$ cat src/rtl/lagged_pair_nearest_match_core_macros.svh
// ----------------------------------------------------------------------------
// lagged_pair_nearest_match_core_macros
// assertion shorthands for the core rtl file
// ----------------------------------------------------------------------------
`ifndef LAGGED_PAIR_NEAREST_MATCH_CORE_MACROS_SVH
`define LAGGED_PAIR_NEAREST_MATCH_CORE_MACROS_SVH

// property on an explicit clock and active-low reset
`define LPNM_ASSERT_CLK(lbl, clk, rstn, prop, msg) \
  lbl: assert property (@(posedge clk) disable iff (!rstn) prop) else $error(msg);

// property on the house clock and reset
`define LPNM_ASSERT(lbl, prop, msg) \
  `LPNM_ASSERT_CLK(lbl, clk_i, rst_ni, prop, msg)

`endif

$ cat src/rtl/lpnm_pkg.sv
`timescale 1ns / 1ps
// ----------------------------------------------------------------------------
// lpnm_pkg
// types and constants of the lagged pair nearest match core
// ----------------------------------------------------------------------------
package lpnm_pkg;

  localparam int unsigned COORDS        = 4;
  localparam int unsigned COORD_BITS    = 16;
  localparam int unsigned DIST_BITS     = 34;
  localparam int unsigned SCORE_BITS    = 35;
  localparam int unsigned INDEX_BITS    = 16;
  localparam int unsigned LAG_BITS      = 8;
  localparam int unsigned DIMS_BITS     = 3;
  localparam int unsigned REQ_BITS      = 2;
  localparam int unsigned CFG_IDX_BITS  = 2;
  localparam int unsigned CFG_DATA_BITS = 8;
  localparam int unsigned IN_DATA_BITS  = COORDS * COORD_BITS;
  localparam int unsigned OUT_DATA_BITS = 56;
  localparam int unsigned OUT_PAD_BITS  = OUT_DATA_BITS - SCORE_BITS - INDEX_BITS;
  localparam int unsigned OUT_USER_BITS = 2;

  localparam logic [DIST_BITS-1:0]  DIST_MAX   = '1;
  localparam logic [SCORE_BITS-1:0] SCORE_MAX  = '1;
  localparam logic [LAG_BITS-1:0]   LAG_RESET  = 8'd1;
  localparam logic [DIMS_BITS-1:0]  DIMS_RESET = 3'd4;

  typedef logic signed [COORD_BITS-1:0] coord_t;
  typedef coord_t [COORDS-1:0] point_t;

  typedef enum logic [REQ_BITS-1:0] {
    REQ_REF_A = 2'd0,
    REQ_REF_B = 2'd1,
    REQ_ROW   = 2'd2
  } req_e;

  typedef enum logic [CFG_IDX_BITS-1:0] {
    CFG_LAG  = 2'd0,
    CFG_DIMS = 2'd1
  } cfg_reg_e;

endpackage

$ cat src/rtl/lpnm_sqdist.sv
`timescale 1ns / 1ps
// ----------------------------------------------------------------------------
// lpnm_sqdist
// squared euclidean distance of a point to a reference over the first dims_i coordinates, parallel squarers
// ----------------------------------------------------------------------------
module lpnm_sqdist (
  input  lpnm_pkg::point_t                   point_i,
  input  lpnm_pkg::point_t                   ref_i,
  input  logic [lpnm_pkg::DIMS_BITS-1:0]     dims_i,
  output logic [lpnm_pkg::DIST_BITS-1:0]     dist_o
);
  import lpnm_pkg::*;

  localparam int unsigned DW    = COORD_BITS + 1;
  localparam int unsigned SW    = 2 * DW;
  localparam int unsigned ACC_W = SW + $clog2(COORDS) + 1;

  logic signed [DW-1:0] diff [COORDS];
  logic        [DW-1:0] mag  [COORDS];
  logic        [SW-1:0] sq   [COORDS];
  logic     [ACC_W-1:0] acc;

  always_comb begin
    acc = '0;
    for (int j = 0; j < COORDS; j++) begin
      diff[j] = DW'($signed(point_i[j])) - DW'($signed(ref_i[j]));
      mag[j]  = diff[j][DW-1] ? DW'(-diff[j]) : DW'(diff[j]);
      sq[j]   = (32'(j) < 32'(dims_i)) ? SW'(mag[j] * mag[j]) : '0;
      acc     = acc + ACC_W'(sq[j]);
    end
    dist_o = (acc > ACC_W'(DIST_MAX)) ? DIST_MAX : acc[DIST_BITS-1:0];
  end

endmodule
$ cat config.mk
export PLATFORM = sky130hd
export DESIGN_NAME = lpnm_sqdist
export DESIGN_NICKNAME = d
export VERILOG_FILES = /design/src/rtl/lagged_pair_nearest_match_core_macros.svh /design/src/rtl/lpnm_pkg.sv /design/src/rtl/lpnm_sqdist.sv
export SDC_FILE = /design/constraint.sdc
export NUM_CORES = 2
export LEC_CHECK = 0
export BUFFER_PORTS_ARGS = -buffer_cell sky130_fd_sc_hd__clkbuf_2
export CAP_MARGIN = 10
export CORE_AREA = 2 2 207 290
export DETAILED_ROUTE_END_ITERATION = 8
export DIE_AREA = 0 0 209 292
export GPL_TIMING_DRIVEN = 0
export PLACE_DENSITY = 0.93
export SYNTH_ARGS = -nofsm -noshare
export SYNTH_HDL_FRONTEND = slang
export SYNTH_SLANG_ARGS = --single-unit
export TNS_END_PERCENT = 1
$ cat constraint.sdc
create_clock -name vclk -period 47.3
set_input_delay 9.46 -clock vclk [all_inputs]
set_output_delay 9.46 -clock vclk [all_outputs]
set_load 0.05 [all_outputs]
Word-level counts from Yosys, hierarchy flattened
Cells that the tools add are included.

Logic and storage cells: 29. Bits of input ports: 131. Bits in registers: 0.

Add/sub/neg operators: 11. $lt $le $gt $ge: 5. $mul: 4. Mux-type cells: 9.

Operators with widths (count): $mux 34 (5); $mul 17x17->34 (4); $mux 17 (4); $neg 17->17 (4); $sub 16x16->17 (4); $add 36x34->37 (1); $gt 37x34->1 const B (1); $add 35x34->36 (1); $add 34x34->35 (1); $lt 1x3->1 const A (2); $lt 2x3->1 const A (2).

Depth between registers and ports, before layout
Depth after elaboration: 10. Mapped depth: 54. Depth with buffers taken out: 51.

Least setup slack after synthesis
Ideal clock, no wire load.

Kind: input-to-output. Start point: input port point_i[48] (netlist name). End point: output port dist_o[11] (netlist name). Required time: 37840 ps. Path buffers: 1. Cell stages on the path: 50. Arrival time: 21431 ps. Path slack: 16409 ps. Cells stage by stage: inv_1 ha_1 fa_1 nand2b_1 a21bo_2 a21boi_0 o31a_1 o21ai_0 a21oi_1 nor2_1 xnor2_1 clkinv_1 nand2_1 inv_1 fa_1 inv_1 fa_1 fa_1 [... 14 more ...] or3_1 and3_1 fa_1 inv_1 fa_1 inv_1 ha_1 and3_1 nand3_1 or3b_2 a21oi_1 nor2_1 or3_1 a31oi_1 nor3_1 a221o_1 clkbuf_1 o21ai_0.

Cells in the longest elaborated chain, start to end: 8.

Ends and longest elaborated chain: from (decl) (line lpnm_sqdist.sv:7) `input lpnm_pkg::point_t point_i,`; $sub 16x16->17 (*) (line lpnm_sqdist.sv:26) `diff[j] = DW'($signed(point_i[j])) - DW'($signed(ref_i[j]));`; $neg 17->17 (line lpnm_sqdist.sv:27) `mag[j] = diff[j][DW-1] ? DW'(-diff[j]) : DW'(diff[j]);`; $mux 17 (*) (line lpnm_sqdist.sv:27); $mul 17x17->34 (*) (line lpnm_sqdist.sv:28) `sq[j] = (32'(j) < 32'(dims_i)) ? SW'(mag[j] * mag[j]) : '0;`; $mux 34 (*) (line lpnm_sqdist.sv:28); $add 36x34->37 (*) (line lpnm_sqdist.sv:29) `acc = acc + ACC_W'(sq[j]);`; $gt 37x34->1 (line lpnm_sqdist.sv:31) `dist_o = (acc > ACC_W'(DIST_MAX)) ? DIST_MAX : acc[DIST_BITS-1:0];`; $mux 34 (*) (line lpnm_sqdist.sv:31); to (decl) (line lpnm_sqdist.sv:10) `output logic [lpnm_pkg::DIST_BITS-1:0] dist_o`.

Every way passes the cells marked *; elsewhere a longest branch is shown, timed or not.

Worst setup path in the final report
Start point: input port point_i[48] (netlist name). End point: output port dist_o[18] (netlist name).

The elaborated chain is that of the path after synthesis.

==> insert_results.sql <==
INSERT INTO impl_metrics (metric_group, metric, value, unit) VALUES
('drt', 'number_of_vias_per_cell', '5.89', ''),
('floorplanning', 'fp.coreArea', '0.0585', 'mm2'),
('layout', 'num_antenna_cells', '0', ''),
('drt', 'detail_route.wl_per_cell', '18.6', 'um'),
('sta', 'final.setup.tns', '0', 'ns'),
('sta', 'min_period', '34.02', 'ns'),
('drt', 'num_vias', '34300', ''),
('floorplanning', 'die_area', '0.0610', 'mm2'),
('sta', 'final_hold_viol_count', '0', ''),
('worst_setup_path', 'worst_path_most_repeated_cell', 'sky130_fd_sc_hd__fa_1', ''),
('grt', 'globalRouteOverflowTotal', '0', ''),
('drt', 'post-route-drc-count', '0', ''),
('layout', 'final_layout_size_suffix_gt1_frac', '0.0461', ''),
('worst_setup_path', 'critical_path.max_stage_delay', '0.99', 'ns'),
('sta', 'maxClockFrequency', '29.4', 'MHz'),
('run_status', 'status', 'finished, final reports clean', ''),
('grt', 'grt_util_met1', '0.401', ''),
('logic_synthesis', 'post-synth-top-count-cell', 'sky130_fd_sc_hd__inv_1', ''),
('logic_synthesis', 'synth.largest_area_cell', 'sky130_fd_sc_hd__fa_1', ''),
('placed_design', 'gpl.final_weighted_congestion', '0.992', ''),
('grt', 'grt_start_max_net_pins', '12', ''),
('logic_synthesis', 'synth_seq_area_share', '0', ''),
('drt', 'drtPass1Iterations', '6', ''),
('worst_hold_path', 'min-delay-path-class', 'in -> out', ''),
('layout', 'clock_buffer_count', '0', ''),
('layout', 'nFlopsAndLatches', '0', ''),
('flow_run', 'timing.max_cap.violations', '0', ''),
('placed_design', 'place_area', '0.0424', 'mm2'),
('worst_setup_path', 'worstSetupStartpointType', 'primary input', ''),
('cts', 'cts_post_setup_buffers_inserted', '0', ''),
('worst_setup_path', 'cp_data_arrival_time', '24.56', 'ns'),
('sta', 'worst_slew_pin_slew', '1.29', 'ns'),
('drt', 'ant_nets', '0', ''),
('layout', 'flow.area_growth_from_synthesis', '4.82', '%'),
('grt', 'first_global_vias', '37900', ''),
('sta', 'setup-violations-final', '0', ''),
('sta', 'maxSlewViolCount', '0', ''),
('floorplanning', 'floorplan.die.height', '292', 'um'),
('grt', 'gr-usage-met3', '0.0622', ''),
('logic_synthesis', 'top_cells_by_area_in_the_synthesized_netlist', 'sky130_fd_sc_hd__fa_1, sky130_fd_sc_hd__ha_1, sky130_fd_sc_hd__inv_1, sky130_fd_sc_hd__nor2_1, sky130_fd_sc_hd__xnor2_1', ''),
('worst_setup_path', 'cp_max_fo', '10', ''),
('floorplanning', 'std_cell_rows', '105', ''),
('logic_synthesis', 'synth_commonest_cells', 'sky130_fd_sc_hd__inv_1, sky130_fd_sc_hd__fa_1, sky130_fd_sc_hd__ha_1', ''),
('grt', 'grtUsageMet2', '0.648', ''),
('worst_setup_path', 'critPathKind', 'in -> out', ''),
('logic_synthesis', 'post_synth.cell_area_avg', '8.32', 'um2'),
('worst_setup_path', 'critPathRequiredTime', '37.84', 'ns'),
('cts', 'cts_repair_resize_count', '0', ''),
('layout', 'layout.cell_area.non_filler', '0.0424', 'mm2'),
('grt', 'grt.total_usage', '0.367', ''),
('sta', 'slew-limit-headroom', '0.133', ''),
('grt', 'grt.busiest_layer', 'met2', ''),
('drt', 'wirelength', '108', 'mm'),
('logic_synthesis', 'mappedNetlistArea', '0.0405', 'mm2'),
('sta', 'unrepaired_setup_endpoints_after_global_routing', 'no', ''),
('sta', 'final_min_period_over_clock_period', '0.719', ''),
('layout', 'finalNetCount', '6561', ''),
('logic_synthesis', 'synthCells', '4863', ''),
('worst_setup_path', 'worst_path_max_delay_cell', 'sky130_fd_sc_hd__xnor2_1', ''),
('grt', 'grt_antenna_before_repair', '2', ''),
('floorplanning', 'initial_core_utilization', '0.692', ''),
('floorplanning', 'design.portCount', '165', ''),
('placed_design', 'dp_cells', '5822', ''),
('worst_setup_path', 'worst_setup_path_end_kind', 'primary output', ''),
('layout', 'area.sequential', '0', 'um2'),
('layout', 'fin_cells', '5824', ''),
('cts', 'cts_hold_buf', '0', ''),
('drt', 'drt_iter0_drc', '2417', ''),
('logic_synthesis', 'synthDistinctLibCells', '78', ''),
('placed_design', 'hpwlAfterDp', '94.6', 'mm'),
('floorplanning', 'die_w', '209', 'um'),
('logic_synthesis', 'yosysWarningCount', '0', ''),
('grt', 'grt_pass1_wl', '179', 'mm'),
('placed_design', 'io_buffer_count', '165', ''),
('logic_synthesis', 'netlist.area_leader.share', '0.413', '');
==> through the flow <==
step	hold WS [ns]	utilization	setup slack, ns
6_report	20.29	0.726	13.28
2_1_floorplan	19.80	-	16.41
4_1_cts	20.25	0.725	13.62
3_3_place_gp	20.23	0.725	13.83
5_1_grt	20.36	0.726	12.67
3_5_place_dp	20.24	0.725	13.65
==> final cells by class <==
cell class	instances	area, um2
Inverter	1297	4870
Tap cell	749	937
Fill cell	4117	16000
Timing Repair Buffer	167	846
Buffer	89	353
Multi-Input combinational cell	3522	35400
==> logic make-up (layout without fill, tap and decap cells) <==
| family | Yosys count | in the layout | synth area share |
|---|---|---|---|
| multiplexers | 14 | 14 | 0.00359 |
| AND/OR/NAND/NOR | 1214 | 1214 | 0.136 |
| buffers and inverters | 1386 | 1553 | 0.129 |
| adder cells (fa/ha/maj) | 1353 | 1353 | 0.573 |
| XOR/XNOR | 247 | 247 | 0.0535 |
| other | 2 | 47 | 0.000186 |
| AO/OA/AOI/OAI | 647 | 647 | 0.104 |
==> critical path: cells and delay by family <==
| family | cells | cell delay [ns] |
|---|---|---|
| buf+inv | 12 | 1.97 |
| compound gates | 16 | 4.62 |
| simple gates | 10 | 2.14 |
| xor+xnor | 1 | 0.99 |
| fa+ha+maj | 12 | 5.35 |
==> routing by layer <==
layer  vias up  share of wire  wire length [um]
met5         -        0.00022                24
met4         4          0.084              9110
met3       666          0.081              8820
met2      1744           0.50             54000
met1     16600           0.34             36500
li1      15300              -                 -
==> placed cells by master (no fill, tap or decap), types with 19 or more instances in the layout <==
cell type and instances:
sky130_fd_sc_hd__ha_1 518, sky130_fd_sc_hd__and3_1 31, sky130_fd_sc_hd__xnor2_1 167, sky130_fd_sc_hd__nor3_1 49
sky130_fd_sc_hd__a21o_1 77, sky130_fd_sc_hd__a21oi_1 180, sky130_fd_sc_hd__nand2_1 389, sky130_fd_sc_hd__a31oi_1 26
sky130_fd_sc_hd__or2_2 34, sky130_fd_sc_hd__inv_1 1276, sky130_fd_sc_hd__a211oi_1 19, sky130_fd_sc_hd__and2_1 34
sky130_fd_sc_hd__o21ai_0 126, sky130_fd_sc_hd__o31ai_1 22, sky130_fd_sc_hd__nor2b_1 37, sky130_fd_sc_hd__clkbuf_1 83
sky130_fd_sc_hd__xor2_1 80, sky130_fd_sc_hd__o21a_1 44, sky130_fd_sc_hd__nor2_1 426, sky130_fd_sc_hd__or3_1 21
sky130_fd_sc_hd__o21bai_1 25, sky130_fd_sc_hd__conb_1 47, sky130_fd_sc_hd__nand2b_1 90, sky130_fd_sc_hd__nand3_1 39
sky130_fd_sc_hd__fa_1 835, sky130_fd_sc_hd__clkbuf_2 165
==> final timing paths <==
| path | startpoint | end | slack [ns] | cells after the start |
|---|---|---|---|---|
| setup / recovery | point_i[48] | dist_o[18] | 13.28 | 51 |
| hold / removal | dims_i[2] | dist_o[2] | 20.29 | 7 |
Power is left out: the tool's default activity adds up to more than one toggle a clock period on the data nets, which glitch-free logic cannot reach.
